==> config.mk <==
export PLATFORM = sky130hd
export DESIGN_NAME = ogi_ctrl
export DESIGN_NICKNAME = d
export VERILOG_FILES = /design/src/sv/assert_macros.svh /design/src/sv/ogi_pkg.sv /design/src/sv/ogi_ctrl.sv
export SDC_FILE = /design/constraint.sdc
export NUM_CORES = 1
export LEC_CHECK = 0
export BUFFER_PORTS_ARGS = -buffer_cell sky130_fd_sc_hd__clkbuf_2
export CAP_MARGIN = 10
export CORE_AREA = 5 5 42 44
export CTS_BUF_LIST = sky130_fd_sc_hd__clkbuf_8
export CTS_CLUSTER_DIAMETER = 120
export DETAILED_ROUTE_END_ITERATION = 8
export DIE_AREA = 0 0 47 49
export REMOVE_ABC_BUFFERS = 1
export SLEW_MARGIN = 20
export SYNTH_ARGS = -nofsm -noshare
export SYNTH_HDL_FRONTEND = slang
export SYNTH_SLANG_ARGS = --single-unit
==> constraint.sdc <==
create_clock -name clk -period 2.58 [get_ports clk]
set_clock_uncertainty 0.1 [all_clocks]
set_input_delay 0.258 -clock clk [delete_from_list [all_inputs] [get_ports clk]]
set_output_delay 0.258 -clock clk [all_outputs]
set_load 0.02 [all_outputs]
==> src/sv/assert_macros.svh <==
// ----------------------------------------------------------------------------
// Assertion macros
// Shared concurrent assertion forms, clocked on clk and disabled in reset.
// ----------------------------------------------------------------------------
`ifndef ASSERT_MACROS_SVH
`define ASSERT_MACROS_SVH

// The consequent must hold in the same cycle as the antecedent.
`define ASSERT_SAME(lbl, ante, cons) \
  lbl: assert property (@(posedge clk) disable iff (rst) (ante) |-> (cons)) \
    else $error("same-cycle assertion failed");

// The consequent must hold in the cycle after the antecedent.
`define ASSERT_NEXT(lbl, ante, cons) \
  lbl: assert property (@(posedge clk) disable iff (rst) (ante) |=> (cons)) \
    else $error("next-cycle assertion failed");

`endif

==> src/sv/ogi_pkg.sv <==
// ----------------------------------------------------------------------------
// ogi_pkg
// Shared types and constants of the obstacle inflation unit.
// ----------------------------------------------------------------------------
`timescale 1ns / 1ps

package ogi_pkg;

  typedef enum logic [1:0] {
    MODE_CLEAR = 2'd0,
    MODE_LOAD  = 2'd1,
    MODE_READ  = 2'd2
  } mode_t;

  typedef enum logic [1:0] {
    REG_GRID_WIDTH   = 2'd0,
    REG_GRID_HEIGHT  = 2'd1,
    REG_RADIUS_CELLS = 2'd2
  } reg_index_t;

  localparam logic [7:0] INFLATED_COST = 8'd200;

  typedef struct packed {
    logic latch;
    logic clear_marks;
    logic store_cell;
    logic kernel_init;
    logic kernel_rd;
    logic kernel_wr;
    logic kernel_step;
    logic read_rd;
    logic emit_read;
    logic emit_oor;
  } ctrl_cmd_t;

  typedef struct packed {
    logic [1:0] mode;
    logic       in_grid;
    logic       positive;
    logic       row_active;
    logic       row_last;
  } ctrl_status_t;

endpackage

==> src/sv/ogi_ctrl.sv <==
// ----------------------------------------------------------------------------
// ogi_ctrl
// Sequencer that dispatches requests and walks the kernel rows.
// ----------------------------------------------------------------------------
`timescale 1ns / 1ps

module ogi_ctrl (
  input  logic                  clk,
  input  logic                  rst,
  input  logic                  start,
  output logic                  busy,
  input  ogi_pkg::ctrl_status_t status,
  output ogi_pkg::ctrl_cmd_t    cmd
);

  typedef enum logic [4:0] {
    S_IDLE      = 5'b00001,
    S_DISPATCH  = 5'b00010,
    S_ROW_RD    = 5'b00100,
    S_ROW_WR    = 5'b01000,
    S_READ_DATA = 5'b10000
  } state_t;

  state_t state;
  state_t state_next;

  assign busy = (state != S_IDLE);

  always_ff @(posedge clk) begin
    if (rst) begin
      state <= S_IDLE;
    end else begin
      state <= state_next;
    end
  end

  always_comb begin
    state_next = state;
    cmd        = '0;
    case (state)
      S_IDLE: begin
        if (start) begin
          cmd.latch  = 1'b1;
          state_next = S_DISPATCH;
        end
      end
      S_DISPATCH: begin
        state_next = S_IDLE;
        case (status.mode)
          ogi_pkg::MODE_CLEAR: begin
            cmd.clear_marks = 1'b1;
          end
          ogi_pkg::MODE_LOAD: begin
            if (status.in_grid) begin
              cmd.store_cell = 1'b1;
              if (status.positive) begin
                cmd.kernel_init = 1'b1;
                state_next      = S_ROW_RD;
              end
            end
          end
          ogi_pkg::MODE_READ: begin
            if (status.in_grid) begin
              cmd.read_rd = 1'b1;
              state_next  = S_READ_DATA;
            end else begin
              cmd.emit_oor = 1'b1;
            end
          end
          default: begin
            state_next = S_IDLE;
          end
        endcase
      end
      S_ROW_RD: begin
        if (status.row_active) begin
          cmd.kernel_rd = 1'b1;
          state_next    = S_ROW_WR;
        end else if (status.row_last) begin
          state_next = S_IDLE;
        end else begin
          cmd.kernel_step = 1'b1;
        end
      end
      S_ROW_WR: begin
        cmd.kernel_wr = 1'b1;
        if (status.row_last) begin
          state_next = S_IDLE;
        end else begin
          cmd.kernel_step = 1'b1;
          state_next      = S_ROW_RD;
        end
      end
      S_READ_DATA: begin
        cmd.emit_read = 1'b1;
        state_next    = S_IDLE;
      end
      default: begin
        state_next = S_IDLE;
      end
    endcase
  end

endmodule

# == After elaboration in Yosys (flattened, before gate mapping) ==
# Cells that the tools add are included.
# totals
output_inout_bits,11
reg_bits,5
elab_cells,42
# classes
reduce_logical,2
n_mux,29
n_eq_ne,10
# op_table
op,count
2-to-1 mux 5 bit,4
one-hot mux 5 bit (4 select lines),1
2-to-1 mux 1 bit,16
2-to-1 mux 3 bit,4
one-hot mux 5 bit (2 select lines),1
"equality test 5 x 1 -> 1 bit, second input constant",1
"equality test 5 x 2 -> 1 bit, second input constant",1
"equality test 5 x 3 -> 1 bit, second input constant",1
"equality test 5 x 4 -> 1 bit, second input constant",1
"equality test 5 bit, second input constant",1
"inequality test 5 x 1 -> 1 bit, second input constant",1
2-to-1 mux 2 bit,2
"inequality test 3 bit, second input constant",1
"equality test 2 x 1 -> 1 bit, second input constant",1
"equality test 2 bit, second input constant",1
zero test 2 bit,1
"inequality test 2 bit, second input constant",1
one-hot mux 1 bit (2 select lines),1
AND reduction 2 bit,1

# == Logic depth before layout (Yosys ltp) ==
# depth
ltp_word,4
ltp_mapped,6
ltp_nobuf,6

# == Worst setup path before layout ==
# No wires, ideal clock.
# synth_path
path_kind,register to output
from,reg state[1]
to,out cmd[9] (netlist bit)
stages_incl_launch_ff,4
path_buffers,0
t_arrival_ns,1.464
slack_ns,0.758
cell_sequence,dfxtp_1 -> or3_1 -> or3b_4 -> nor2_1
# synth_lines
item,line_no,text
"start, declared",ogi_ctrl.sv:24,state_t state;
"start signal, assigned",ogi_ctrl.sv:33,state <= state_next;
"end, declared",ogi_ctrl.sv:13,output ogi_pkg::ctrl_cmd_t cmd

==> summary.txt <==
Yosys
  – Synth top cells by count: 5 x and3_1, 5 x dfxtp_1, 5 x inv_1
  – Yosys warns: 0
  – Netlist cell types: 23
  – Ys async rst share: 0
  – Main synth FF type: dfxtp_1
  – Synth top area share: 0.257
  – Cells after synthesis: 50
  – Register area share after synthesis: 0.257
  – Cell area after synthesis: a little under 400 um^2
  – Area contributors post-synth: dfxtp_1 26%, ha_1 9.6%, and3_1 8.0%
  – Cell taking the most area after synthesis: dfxtp_1
  – Syn Area/Cell: between 7 and 8 um^2
  – Post-synth EDFFs: 0
  – Synthesized flop and latch total: 5

Finish
  – Multi-input gate area: between 200 and 300 um^2
  – Area growth, synth to finish: 41.2%
  – Most flops, register: state
  – FILL cells: 160
  – Layout cell share with drive strength beyond 1: 0.329
  – Final nets: 86
  – Largest register FFs: 5
  – Largest regs: state: 5 flops
  – # diodes: 0
  – Register area: 100 um^2

Clock network
  – Post-CTS setup buffer count: 0
  – Clock tree sinks: 5
  – Worst skew pair latency: 0.22 ns
  – Post-cts sizing count: 0
  – CTS buffer count: 3
  – Clock H-tree levels: 1
  – CTS max path bufs: 2
  – CTS tree: done
  – Clock-pin transition on the worst setup and hold timing paths: roughly 0.04 ns
  – Clock root buffer: clkbuf_8
  – Cts-stage hold buffer count: 0

Route
  – TritonRoute pass-1 iters: 2
  – Drt first-iter violations: 2
  – Final WL: between 900 and 1000 um
  – DRC Markers: 0
  – Routed length per placed instance: about 11 um
  – Via count: 417
  – Vias per inst: 4.69
  – Routed Antenna Nets: 0

Status
  – Status: completed

Power and ir drop
  – Switching power total: 0.0677 mW
  – Internal power: 0.206 mW
  – Combinational group share of total power: 0.182
  – Power Density: about 500 nW/um^2
  – Switching Share: 0.247
  – Flop pwr share: 0.315
  – Worst VDD drop: roughly 0.00017 V
  – Overall power: about 0.27 mW
  – Clock share of power: 0.502
  – Leakage: approximately 0.31 nW

Worst setup path
  – Worst Path Arrival: 1.64 ns
  – CP endpoint kind: primary output
  – Reg2Reg Depth: 4
  – CP Max Fanout: 6
  – RR Startpoint: state[1]
  – Worst EP required: approximately 2.2 ns
  – CP Cell Sequence: or3_1, or3b_4, nor2_1, clkbuf_2
  – Setup crit start kind: register
  – Setup CP Type: reg -> out
  – Crit-path max cell delay: 0.43 ns
  – Reg-to-reg endpoint: state[2]
  – R2R setup slack: 0.92 ns
  – CP max-delay cell: or3b_4

Global route
  – GRT Util Overall: 0.0908
  – Grt total ovfl: 0
  – Initial antenna violation count: 0
  – Vias in the first global route: 420
  – Largest net degree at the start of global routing: 8
  – Global-route wire length before repair: 1570 um

Timing
  – Fin Setup TNS: 0 ns
  – Final Max Tran Viols: 0
  – Relative slew slack: 0.813
  – Fin crit period: about 2.0 ns
  – RSZ-0062 raised after global routing: no
  – Final Hold Fails: 0
  – Setup violators final: 0
  – Worst Slack Setup Final: 0.584 ns
  – Worst-margin pin slew: 0.278 ns
  – Period utilisation layout: 0.774
  – Maximum clock frequency: around 0.50 GHz

Floorplanning
  – I/O Pins: 20
  – Initial core utilization: 0.278
  – Total die area: about 2300 um^2
  – Die Height: 49 um
  – # rows: 14
  – Core area: around 1400 um^2
  – Die Wd: about 47 um

Placed design
  – Pre-CTS WS: around 0.80 ns
  – I/O Buffers: 19
  – HPWL after DPL: 819 um
  – Routability cong.: 0.753

Job
  – Max Cap Viol: 0

Min path
  – Hold Path Class: in -> reg
  – Worst hold path depth: 2
  – Min-delay src: rst
  – Hold EP: state[3]
==> layer usage <==
metal | GRT usage | vias to the layer above | share of wire | wire (um)
met3 | 0.00738 | 0 | 0.072 | 67
met1 | 0.103 | 180 | 0.43 | 403
met4 | 0.0553 | 0 | 0 | 0
met5 | 0 | - | 0 | 0
li1 | - | 223 | - | -
met2 | 0.154 | 14 | 0.50 | 466
==> worst max-delay path by stage <==
stage              from  slack [ns]      to  cells past startpoint
2_1_floorplan  state[1]        0.76  cmd[9]                      3
3_3_place_gp   state[1]        0.83  cmd[9]                      4
3_5_place_dp   state[1]        0.80  cmd[9]                      4
4_1_cts        state[1]        0.57  cmd[9]                      4
5_1_grt        state[1]        0.52  cmd[9]                      4
6_report       state[1]        0.58  cmd[9]                      4
==> area by class of cell <==
| type | instances | area share |
|---|---|---|
| multi-input cells | 40 | 0.492 |
| well taps | 16 | 0.0364 |
| inverters | 5 | 0.0342 |
| repair buffers | 19 | 0.173 |
| clock buffers | 3 | 0.0752 |
| flip-flops and latches | 5 | 0.182 |
| clock inverters | 1 | 0.00683 |
==> metrics by stage <==
step | hold slack [ns] | util | cells | instance area [um^2]
after CTS | 0.160 | 0.392 | 89 | 549
after detailed placement | 0.381 | 0.360 | 85 | 504
final | 0.156 | 0.392 | 89 | 549
after floorplan | 0.230 | - | 50 | 389
after global routing | 0.168 | 0.392 | 89 | 549
after global placement | 0.377 | 0.360 | 85 | 504
==> kinds of logic after synthesis <==
| logic type | count (synthesis) | share of synthesized area |
|---|---|---|
| AO/OA/AOI/OAI | 8 | 0.148 |
| AND/OR/NAND/NOR | 29 | 0.450 |
| buffers and inverters | 5 | 0.0482 |
| flip-flops | 5 | 0.257 |
| adder cells (fa/ha/maj) | 3 | 0.0965 |
==> power by group through the flow <==
| stage | clock network [mW] | registers [mW] | logic [mW] |
|---|---|---|---|
| after floorplan | 0 | 0.0862 | 0.0325 |
| after global placement | 0 | 0.0870 | 0.0504 |
| after detailed placement | 0 | 0.0873 | 0.0508 |
| after CTS | 0.142 | 0.0861 | 0.0510 |
| after global routing | 0.146 | 0.0871 | 0.0562 |
| final | 0.137 | 0.0862 | 0.0499 |
==> cells in the final DEF, fill, tap and decap left out, types with 2 or more instances in the layout <==
| cell | count |
|---|---|
| nand2b_1 | 3 |
| clkbuf_8 | 3 |
| dfxtp_1 | 5 |
| nor2b_1 | 4 |
| and3_1 | 5 |
| o21ai_0 | 3 |
| clkbuf_2 | 19 |
| nor2_1 | 4 |
| nor3_1 | 2 |
| inv_1 | 6 |
| and2_1 | 3 |
| ha_1 | 3 |
==> critical path: cells and delay by family (launching register included) <==
kind | cells | cell delay (ns)
buf+inv | 1 | 0.17
flops | 1 | 0.33
simple gates | 3 | 0.92
(Power assumes the default switching activity.)
